File: config.mk
export PLATFORM = sky130hd
export DESIGN_NAME = grid_line_cell_traversal
export DESIGN_NICKNAME = d
export VERILOG_FILES = /design/src/sv/glct_pkg.sv /design/src/sv/grid_line_cell_traversal.sv /design/src/sv/glct_useq.sv /design/src/sv/glct_dpath.sv
export SDC_FILE = /design/constraint.sdc
export NUM_CORES = 1
export LEC_CHECK = 0
export BUFFER_PORTS_ARGS = -buffer_cell sky130_fd_sc_hd__buf_4
export CAP_MARGIN = 10
export CORE_ASPECT_RATIO = 0.6
export CORE_UTILIZATION = 31
export CTS_CLUSTER_DIAMETER = 150
export DETAILED_ROUTE_END_ITERATION = 6
export PLACE_DENSITY = 0.59
export RECOVER_POWER = 100
export SLEW_MARGIN = 20
export SYNTH_ARGS = -nofsm -noshare
export SYNTH_HDL_FRONTEND = slang
export SYNTH_SLANG_ARGS = --single-unit
File: constraint.sdc
create_clock -name clk -period 6.97 [get_ports clk]
set_input_delay 0 -clock clk [delete_from_list [all_inputs] [get_ports clk]]
set_output_delay 0 -clock clk [all_outputs]
set_load 0.02 [all_outputs]
File: src/sv/glct_pkg.sv
// shared types, codes and microcode table of the grid line cell traversal
`timescale 1ns / 1ps
`default_nettype none

package glct_pkg;

    localparam int CELL_W       = 5;
    localparam int MAX_SPAN_DEF = 32;
    localparam int PC_W         = 3;

    typedef logic [CELL_W-1:0] coord_t;
    typedef logic [PC_W-1:0]   pc_t;

    // output select
    localparam logic [1:0] SEL_CELL  = 2'd0;
    localparam logic [1:0] SEL_PEND  = 2'd1;
    localparam logic [1:0] SEL_FINAL = 2'd2;
    localparam logic [1:0] SEL_ZERO  = 2'd3;

    // datapath ops
    localparam logic [1:0] OP_NOP  = 2'd0;
    localparam logic [1:0] OP_LOAD = 2'd1;
    localparam logic [1:0] OP_INIT = 2'd2;
    localparam logic [1:0] OP_STEP = 2'd3;

    // jump kinds
    localparam logic [2:0] JMP_NEXT   = 3'd0;
    localparam logic [2:0] JMP_GOTO   = 3'd1;
    localparam logic [2:0] JMP_WAIT   = 3'd2;
    localparam logic [2:0] JMP_IFZERO = 3'd3;
    localparam logic [2:0] JMP_COLUMN = 3'd4;

    // program addresses
    localparam pc_t A_IDLE  = 3'd0;
    localparam pc_t A_DISP  = 3'd1;
    localparam pc_t A_CELL  = 3'd2;
    localparam pc_t A_PEND  = 3'd3;
    localparam pc_t A_ZERO  = 3'd4;
    localparam pc_t A_FINAL = 3'd5;

    typedef struct packed {
        logic       ready;
        logic       emit;
        logic [1:0] sel;
        logic       last;
        logic [1:0] op;
        logic [2:0] jmp;
        pc_t        target;
    } uword_t;

    typedef struct packed {
        logic span_zero;
        logic col_end;
        logic wrap;
    } stat_t;

    function automatic uword_t mk_word(input logic ready, input logic emit,
                                       input logic [1:0] sel, input logic last,
                                       input logic [1:0] op, input logic [2:0] jmp,
                                       input pc_t target);
        uword_t w;
        w.ready  = ready;
        w.emit   = emit;
        w.sel    = sel;
        w.last   = last;
        w.op     = op;
        w.jmp    = jmp;
        w.target = target;
        return w;
    endfunction

    function automatic uword_t ucode(input pc_t pc);
        uword_t w;
        unique case (pc)
            A_IDLE:  w = mk_word(1'b1, 1'b0, SEL_ZERO,  1'b0, OP_LOAD, JMP_WAIT,   A_IDLE);
            A_DISP:  w = mk_word(1'b0, 1'b0, SEL_ZERO,  1'b0, OP_INIT, JMP_IFZERO, A_ZERO);
            A_CELL:  w = mk_word(1'b0, 1'b1, SEL_CELL,  1'b0, OP_STEP, JMP_COLUMN, A_FINAL);
            A_PEND:  w = mk_word(1'b0, 1'b1, SEL_PEND,  1'b0, OP_NOP,  JMP_GOTO,   A_CELL);
            A_ZERO:  w = mk_word(1'b0, 1'b1, SEL_ZERO,  1'b1, OP_NOP,  JMP_GOTO,   A_IDLE);
            A_FINAL: w = mk_word(1'b0, 1'b1, SEL_FINAL, 1'b1, OP_NOP,  JMP_GOTO,   A_IDLE);
            default: w = mk_word(1'b0, 1'b0, SEL_ZERO,  1'b0, OP_NOP,  JMP_GOTO,   A_IDLE);
        endcase
        return w;
    endfunction

endpackage

`default_nettype wire

File: src/sv/grid_line_cell_traversal.sv
// top level of the grid line cell traversal
`timescale 1ns / 1ps
`default_nettype none

// Walks the grid cells crossed by the line from (0,0) to (span_x, span_y),
// span_y clamped to span_x. An item is taken when start is high and busy is
// low. In the cycle after the accept the sequencer sets up the column, row and
// remainder registers, and from then on every step of the microcode emits one
// cell, and busy stays high while the line of n cells is made (n is at most 62;
// a span_x of zero gives the single cell (0,0)). Each cell appears on cell_x /
// cell_y for exactly one cycle with valid high, in the cycle after the step that
// made it, and last_cell marks the final one. There is no back
// pressure: the receiver must take every cell in the cycle it is shown.
module grid_line_cell_traversal #(
    parameter int MAX_SPAN = glct_pkg::MAX_SPAN_DEF
) (
    input  wire logic             clk,
    input  wire logic             rst_n,
    input  wire logic             start,
    output logic                  busy,
    input  wire glct_pkg::coord_t span_x,
    input  wire glct_pkg::coord_t span_y,
    output logic                  valid,
    output glct_pkg::coord_t      cell_x,
    output glct_pkg::coord_t      cell_y,
    output logic                  last_cell
);

    glct_pkg::uword_t ctrl;
    glct_pkg::stat_t  stat;

    glct_useq u_useq (
        .clk   (clk),
        .rst_n (rst_n),
        .start (start),
        .stat  (stat),
        .ctrl  (ctrl)
    );

    glct_dpath #(
        .MAX_SPAN (MAX_SPAN)
    ) u_dpath (
        .clk       (clk),
        .rst_n     (rst_n),
        .ctrl      (ctrl),
        .span_x    (span_x),
        .span_y    (span_y),
        .stat      (stat),
        .valid     (valid),
        .cell_x    (cell_x),
        .cell_y    (cell_y),
        .last_cell (last_cell)
    );

    assign busy = !ctrl.ready;

endmodule

`default_nettype wire

File: src/sv/glct_useq.sv
// microcode sequencer: step counter, control store and jump logic
`timescale 1ns / 1ps
`default_nettype none

module glct_useq (
    input  wire logic            clk,
    input  wire logic            rst_n,
    input  wire logic            start,
    input  wire glct_pkg::stat_t stat,
    output glct_pkg::uword_t     ctrl
);

    glct_pkg::pc_t    pc_reg;
    glct_pkg::pc_t    pc_next;
    glct_pkg::pc_t    pc_inc;
    glct_pkg::uword_t uw;

    assign uw     = glct_pkg::ucode(pc_reg);
    assign pc_inc = pc_reg + glct_pkg::pc_t'(1);
    assign ctrl   = uw;

    always_comb
    begin
        unique case (uw.jmp)
            glct_pkg::JMP_NEXT:   pc_next = pc_inc;
            glct_pkg::JMP_GOTO:   pc_next = uw.target;
            glct_pkg::JMP_WAIT:   pc_next = start ? pc_inc : pc_reg;
            glct_pkg::JMP_IFZERO: pc_next = stat.span_zero ? uw.target : pc_inc;
            glct_pkg::JMP_COLUMN: pc_next = stat.col_end ? uw.target
                                          : (stat.wrap ? pc_inc : pc_reg);
            default:              pc_next = glct_pkg::A_IDLE;
        endcase
    end

    always_ff @(posedge clk or negedge rst_n)
    begin
        if (!rst_n)
        begin
            pc_reg <= glct_pkg::A_IDLE;
        end
        else
        begin
            pc_reg <= pc_next;
        end
    end

endmodule

`default_nettype wire

File: src/sv/glct_dpath.sv
// datapath: span registers, column/row/remainder registers and item output register
`timescale 1ns / 1ps
`default_nettype none

module glct_dpath #(
    parameter int MAX_SPAN = glct_pkg::MAX_SPAN_DEF
) (
    input  wire logic             clk,
    input  wire logic             rst_n,
    input  wire glct_pkg::uword_t ctrl,
    input  wire glct_pkg::coord_t span_x,
    input  wire glct_pkg::coord_t span_y,
    output glct_pkg::stat_t       stat,
    output logic                  valid,
    output glct_pkg::coord_t      cell_x,
    output glct_pkg::coord_t      cell_y,
    output logic                  last_cell
);

    localparam int CW = $clog2(MAX_SPAN);
    localparam int RW = CW + 2;
    localparam glct_pkg::coord_t MAX_LIM = glct_pkg::coord_t'(MAX_SPAN - 1);

    glct_pkg::coord_t sx_lim;
    glct_pkg::coord_t sy_lim;

    logic [CW-1:0] sx_reg;
    logic [CW-1:0] sy_reg;
    logic [CW-1:0] col_reg;
    logic [CW-1:0] col_next;
    logic [CW-1:0] row_reg;
    logic [CW-1:0] row_next;
    logic [RW-1:0] rem_reg;
    logic [RW-1:0] rem_next;

    logic [RW-1:0] den;
    logic [RW-1:0] rem_sum;
    logic [RW-1:0] rem_step;
    logic          inc;
    logic          diag;
    logic          hit;
    logic [CW:0]   col_inc;

    logic [CW-1:0] out_x;
    logic [CW-1:0] out_y;

    logic             valid_reg;
    glct_pkg::coord_t cell_x_reg;
    glct_pkg::coord_t cell_y_reg;
    logic             last_reg;

    // clamp to the supported span and to a shallow slope
    assign sx_lim = (span_x > MAX_LIM) ? MAX_LIM : span_x;
    assign sy_lim = (span_y > sx_lim) ? sx_lim : span_y;

    assign den      = RW'({sx_reg, 1'b0});
    assign rem_sum  = rem_reg + RW'({sy_reg, 1'b0});
    assign inc      = (rem_sum >= den);
    assign rem_step = inc ? (rem_sum - den) : rem_sum;
    assign diag     = (sx_reg == sy_reg);
    assign hit      = (rem_reg == '0);
    assign col_inc  = (CW+1)'(col_reg) + (CW+1)'(1);

    assign stat.span_zero = (sx_reg == '0);
    assign stat.col_end   = (col_inc == (CW+1)'(sx_reg));
    assign stat.wrap      = inc && (rem_step != '0);

    always_comb
    begin
        col_next = col_reg;
        row_next = row_reg;
        rem_next = rem_reg;
        unique case (ctrl.op) inside
            glct_pkg::OP_NOP,
            glct_pkg::OP_LOAD:
            begin
                col_next = col_reg;
            end
            glct_pkg::OP_INIT:
            begin
                col_next = '0;
                row_next = diag ? CW'(1) : '0;
                rem_next = diag ? '0 : (RW'(sx_reg) + RW'(sy_reg));
            end
            glct_pkg::OP_STEP:
            begin
                if (!stat.col_end)
                begin
                    col_next = col_inc[CW-1:0];
                    row_next = row_reg + CW'(inc);
                    rem_next = rem_step;
                end
            end
            default:
            begin
                col_next = col_reg;
            end
        endcase
    end

    always_comb
    begin
        case (ctrl.sel)
            glct_pkg::SEL_CELL:
            begin
                out_x = col_reg;
                out_y = hit ? (row_reg - CW'(1)) : row_reg;
            end
            glct_pkg::SEL_PEND:
            begin
                out_x = col_reg;
                out_y = row_reg - CW'(1);
            end
            glct_pkg::SEL_FINAL:
            begin
                out_x = col_inc[CW-1:0];
                out_y = row_reg;
            end
            default:
            begin
                out_x = '0;
                out_y = '0;
            end
        endcase
    end

    always_ff @(posedge clk)
    begin
        if (ctrl.op == glct_pkg::OP_LOAD)
        begin
            sx_reg <= CW'(sx_lim);
            sy_reg <= CW'(sy_lim);
        end
        cell_x_reg <= glct_pkg::coord_t'(out_x);
        cell_y_reg <= glct_pkg::coord_t'(out_y);
        last_reg   <= ctrl.last;
    end

    always_ff @(posedge clk or negedge rst_n)
    begin
        if (!rst_n)
        begin
            col_reg   <= '0;
            row_reg   <= '0;
            rem_reg   <= '0;
            valid_reg <= 1'b0;
        end
        else
        begin
            col_reg   <= col_next;
            row_reg   <= row_next;
            rem_reg   <= rem_next;
            valid_reg <= ctrl.emit;
        end
    end

    assign valid     = valid_reg;
    assign cell_x    = cell_x_reg;
    assign cell_y    = cell_y_reg;
    assign last_cell = last_reg;

endmodule

`default_nettype wire

==> results of run 1 <==
==> synth_stat cells (all sizes together), types with 7 or more instances <==
cell type / n
ha: 29
xnor2: 10
o21ai: 28
xor2: 8
nor2: 24
dfrtp: 21
inv: 26
a221oi: 7
dfxtp: 11
edfxtp: 10
a21oi: 12
nand2: 26
mux2: 9
==> cell families after synthesis <==
family | synth area share
AND/OR/NAND/NOR | 0.1562
AO/OA/AOI/OAI | 0.1851
flip-flops | 0.3501
buffers and inverters | 0.05150
adder cells (fa/ha/maj) | 0.1415
XOR/XNOR | 0.06030
multiplexers | 0.05528
==> area by class of cell <==
| type | instances | area (um2) |
|---|---|---|
| Sequential cell | 42 | 1046 |
| Timing Repair Buffer | 33 | 191.4 |
| Multi-Input combinational cell | 238 | 1754 |
| Tap cell | 130 | 162.7 |
| Clock inverter | 3 | 16.27 |
| Inverter | 27 | 101.3 |
| Clock buffer | 5 | 125.1 |
| Fill cell | 986 | 5859 |
==> through the flow <==
step	hold WS (ps)	instance area (um2)
floorplan	-295.6	2988
global placement	-78.36	3301
detailed placement	-78.22	3301
CTS	16.07	3502
global route	30.26	3397
finish	20.72	3397
==> routing by layer <==
metal  vias up  share of wire  wire (um)  GRT usage
met1      1165           0.57       4362     0.2684
met4         0         0.0090         68    0.04235
li1       1200              -          -          -
met2        51           0.36       2746     0.2103
met3         7          0.054        413    0.04294
met5         -              0          0          0
==> critical path: stages (launching register included) <==
cell and delay, ps:
edfxtp_1 400, ha_1 240, fa_1 410, a21o_1 170, a21oi_1 170, xnor2_1 170, ha_1 350, and2_0 210
a221oi_1 410, nor2b_1 540, inv_1 90, ha_1 220, ha_1 190, nand4_1 100, xor2_1 170, nor2_1 50
==> worst paths after layout <==
path / depth (start not counted) / endpoint / from
max reg2reg: 15 / u_dpath.row_reg[4] / u_dpath.sy_reg[0]
max in group asynchronous: 2 / u_dpath.valid / rst_n
max: 15 / u_dpath.row_reg[4] / u_dpath.sy_reg[0]
min in group asynchronous: 2 / u_dpath.col_reg[4] / rst_n
min reg2reg: 2 / u_dpath.col_reg[1] / u_dpath.col_reg[1]
min: 2 / u_dpath.sy_reg[4] / span_y[4]
==> repair_timing <==
| action | CTS | global route |
|---|---|---|
| hold buffers | 6 | 0 |
| hold endpoints to repair | 26 | 0 |
| setup buffers | 0 | 0 |
| gates resized for setup | 0 | 0 |
==> metrics.txt, run 1 <==
status=complete, no violations; Final setup viols=0; clock sink total=42; fin crit share=0.5747; wire per inst=around 16 um; flops & latches, synth=42; DRC Markers=0; Netlist cell types=63; I/O pin count=26; WP data required=7150 ps; # port buffers=25; placed cell count=464; Post-Syn Area=2988 um2; final setup margin=approximately 3000 ps; Place WS=~3300 ps; Hold Path Class=in -> reg; grt total ovfl=0; chip height=around 80 um; EDFF count, synth=10; Final ANT Viol Nets=0; drt via density=between 5 and 6; commonest non-fill, non-tap cell in the layout=ha_1; Crit Path Category=reg -> reg; Worst Path Arrival=about 4200 ps; CTS buffer count=5; Nets=392; gr usage total=0.1667; post-synth net total=approximately 360; post-synthesis async set-or-reset flop share=0.5000; layout cells sized above 1=0.08046; R2R Setup Slk=~3000 ps; max cap viols=0; peak fanout along the critical path=7; worst slew pin tran=approximately 1300 ps; DRT Pass-1 Iters=4; WL final=~7600 um; Die Footprint=about 10,000 um2; largest net degree at the start of global routing=22; crit path capture type=flop; hpwl dp=between 5000 and 6000 um; final hold vios=0; headroom to the max-slew limit=0.1251; Seq/Total Area, Yosys=0.3501; Rows=27; 1st-iter DRT viols=166; Fmax=about 250 MHz; core area=9256 um2; vias in the first global route=between 2,000 and 2,500; Clock Tree Root=clkbuf_16; Synth area leader=dfrtp_1; Syn-to-layout area delta=13.69%; CTS Buffer Depth=2; non-filler instance count after layout=478; number of diodes=0; RePlAce Congestion=about 0.89; most frequent cells in the layout=29 x ha_1, 28 x o21ai_0, 26 x inv_1, 26 x nand2_1, 24 x nor2_1; Vias=approximately 2,400; initial antenna violation count=0; Skew-Pair Late Insertion Delay=around 290 ps; Largest register FFs=7; critical path launch point type=flop; Post-Syn Instances=around 320; Synth Flop Type=dfrtp_1; RSZ-0062 raised after global routing=no; first-pass GRT wire length=12,670 um; Initial Util=0.3228; Fin Clk Skew=around 6.4 ps; CTS tree=done; final setup TNS=0 ps; final core occ=0.3670; Area contributors post-synth=dfrtp_1 18%, ha_1 12%, edfxtp_1 10%; final max-slew violation count=0; H-tree Lvls=2; area share of the largest cell type after synthesis=0.1759; Die W=about 130 um; Syn. warnings=0; Reg clk slew, reported paths=approximately 60 ps; Mean Syn Cell Area=approximately 9.4 um2; min Tclk post-route=~4000 ps
Power of run 1 is not shown: default switching activity piles up to over one toggle a cycle in this logic, so the estimate is an artifact.
==> run 2, diff against run 1 <==
Settings changed: ABC_AREA set to 1.
Clock period 6.97 ns to 3.7 ns, I/O delays scaled along.
==> run 2 against run 1 <==
- routed wire length barely moved
- setup slack got worse by 2700 ps
- final area rose by 2.2%
==> metrics.txt, run 2 <==
status=complete, no violations; Die Footprint=approximately 10,000 um2; drt via density=~4.7; CTS tree=done; WP data required=between 3000 and 4000 ps; critical path launch point type=flop; CP Cell Sequence=ha_1 -> fa_1 -> nand3_1 -> nand2_1 -> or2_2 -> nand2_1 -> inv_1 -> ha_4 -> nand2_1 -> nor2_1 -> nand2_1 -> nand2_1 -> nor2_4 -> nand3_4 -> ha_1 -> ha_1 -> nand3_1 -> xor2_1 -> o31ai_1; gr usage total=0.1614; Worst Path Arrival=3580 ps; Reg-to-Reg Start=u_dpath.sy_reg[0]; hold depth=3; Worst Hold End=u_dpath.sy_reg[2]; min Tclk post-route=approximately 3400 ps; crit path capture type=flop; # port buffers=25; Syn. warnings=0; peak fanout along the critical path=8; Synth area leader=dfrtp_1; Rows=27; Slowest Stage Delay on Critical Path=between 400 and 500 ps; first-pass GRT wire length=12,480 um; Critical Path Most Common Cell=nand2_1; met2 wire len=roughly 2700 um; RSZ-0062 raised after global routing=no; Fin Clk Skew=~5 ps; core area=slightly above 9000 um2; fin crit share=0.9152; DRC Markers=0; chip height=78.05 um; layout cells sized above 1=0.08197; wl on met1=between 4000 and 5000 um; Nets=around 470; largest net degree at the start of global routing=22; WL final=around 7600 um; reg2reg path depth=19; grt total ovfl=0; count leader, synth=nand2_1; Syn-to-layout area delta=16.21%; final setup TNS=0 ps; post-synthesis mux area share=0; adder-cell share of the synthesized area=0.1415; EDFF count, synth=10; Synth top cells by count=81 x nand2_1, 58 x inv_1, 37 x nor2_1; Reg clk slew, reported paths=~60 ps; CTS Buffer Depth=2; DRT Pass-1 Iters=5; 1st-iter DRT viols=247; wire per inst=roughly 14 um; initial antenna violation count=0; Initial Util=0.3228; Hold Path Class=in -> reg; max cap viols=0; final hold vios=0; Synth Flop Type=dfrtp_1; Vias=around 2,600; reg2reg end=u_dpath.row_reg[4]; worst slew pin tran=1199 ps; Mean Syn Cell Area=~7.6 um2; xor/xnor cell area share of the yosys netlist=0.03769; Skew-Pair Late Insertion Delay=roughly 290 ps; hpwl dp=between 6000 and 7000 um; Fmax=295.3 MHz; post-synthesis async set-or-reset flop share=0.5000; I/O pin count=26; area share of the largest cell type after synthesis=0.1759; Seq/Total Area, Yosys=0.3501; headroom to the max-slew limit=0.2004; Synth Area in Compound Gates=0.1269; Crit Path Category=reg -> reg; vias in the first global route=2,452; Die W=approximately 130 um; met3 routed WL=about 380 um; Clock Tree Root=clkbuf_16; Post-Syn Instances=approximately 390; Netlist cell types=41; commonest non-fill, non-tap cell in the layout=nand2_1; number of diodes=0; Largest register FFs=7; Area contributors post-synth=dfrtp_1 18%, ha_1 12%, nand2_1 10%; Final ANT Viol Nets=0; R2R Setup Slk=between 300 and 400 ps; top layer in use=met4; RePlAce Congestion=0.9120; H-tree Lvls=2; post-synth net total=~440; main combinational cell family by area after synthesis=simple AND/OR/NAND/NOR gates; hold wc startpoint=span_y[2]; flops & latches, synth=42; CTS buffer count=5; Worst path slowest cell=edfxtp_1; post-synthesis simple-gate area fraction=0.2513; final max-slew violation count=0; clock sink total=42; Final setup viols=0; most frequent cells in the layout=83 x nand2_1, 60 x inv_1, 38 x nor2_1, 28 x ha_1, 25 x nand3_1; Post-Syn Area=2988 um2
[run 2: cell types whose count changed in the layout (fill, tap and decap cells not counted), moves of 5 or more]
| cell | delta |
|---|---|
| nor2_1 | +14 |
| xnor2_1 | -8 |
| nand2_1 | +57 |
| nor2b_1 | -5 |
| nand2b_1 | -5 |
| nand3_1 | +22 |
| mux2_2 | -7 |
| mux2i_1 | -6 |
| inv_1 | +34 |
| o22ai_1 | +9 |
| a21o_1 | -5 |
| a21oi_1 | +8 |
| a221oi_1 | -6 |
[run 2: area by class of cell]
class,instances,area [um2]
Timing Repair Buffer,33,198.9
Clock buffer,6,138.9
Multi-Input combinational cell,279,1667
Sequential cell,42,1046
Tap cell,130,162.7
Clock inverter,2,12.51
Inverter,65,246.5
Fill cell,1002,5784
[run 2: layer usage]
metal | GRT usage | vias to the layer above
met5 | 0 | -
met4 | 0.03412 | 0
met3 | 0.03817 | 8
met2 | 0.2032 | 78
met1 | 0.2647 | 1204
li1 | - | 1353
[run 2: worst max-delay path, delay by kind of cell (launching register included)]
| kind | cells | cell delay, ps |
|---|---|---|
| AOI/OAI and AO/OA | 1 | 230 |
| xor gates and xnor gates | 1 | 150 |
| adders and majority gates | 5 | 1320 |
| buffers and inverters | 1 | 80 |
| DFF | 1 | 410 |
| and+or+nand+nor | 11 | 1110 |
[run 2: how the worst max path moves through the flow]
stage                             from                  to  slack [ps]  depth (start not counted)
CTS                  u_dpath.sy_reg[0]  u_dpath.row_reg[4]         210                         19
finish               u_dpath.sy_reg[0]  u_dpath.row_reg[4]         310                         19
detailed placement   u_dpath.sy_reg[0]  u_dpath.row_reg[4]         220                         19
global placement     u_dpath.sy_reg[0]  u_dpath.row_reg[4]         340                         19
floorplan           u_dpath.rem_reg[1]  u_dpath.row_reg[4]         490                         19
global route        u_dpath.rem_reg[1]  u_dpath.row_reg[4]          20                         19
[run 2: logic make-up (layout without fill, tap and decap cells)]
| family | count (synthesis) | in the layout |
|---|---|---|
| AO/OA/AOI/OAI | 67 | 67 |
| XOR/XNOR | 12 | 12 |
| adder cells (fa/ha/maj) | 32 | 32 |
| buffers and inverters | 71 | 106 |
| flip-flops | 42 | 42 |
| AND/OR/NAND/NOR | 168 | 168 |
[run 2: through the flow]
stage | utilization | cells | hold slack [ps] | area [um2] | setup WS, ps
floorplan | - | 392 | -295.6 | 2988 | 487.4
finish | 0.3751 | 557 | 15.14 | 3472 | 313.8
detailed placement | 0.3574 | 541 | -89.09 | 3308 | 222.7
global route | 0.3751 | 557 | 20.63 | 3472 | 16.52
CTS | 0.3802 | 555 | 17.93 | 3520 | 206.4
global placement | 0.3574 | 541 | -96.16 | 3308 | 340.1
[run 2: repair_timing]
action / CTS / global route
hold buffers: 6 / 0
endpoints found under the setup margin: 0 / 1
hold endpoints to repair: 26 / 0
resized for setup: 0 / 1
setup buffers: 0 / 2
Power of run 2 is left out for the same reason.
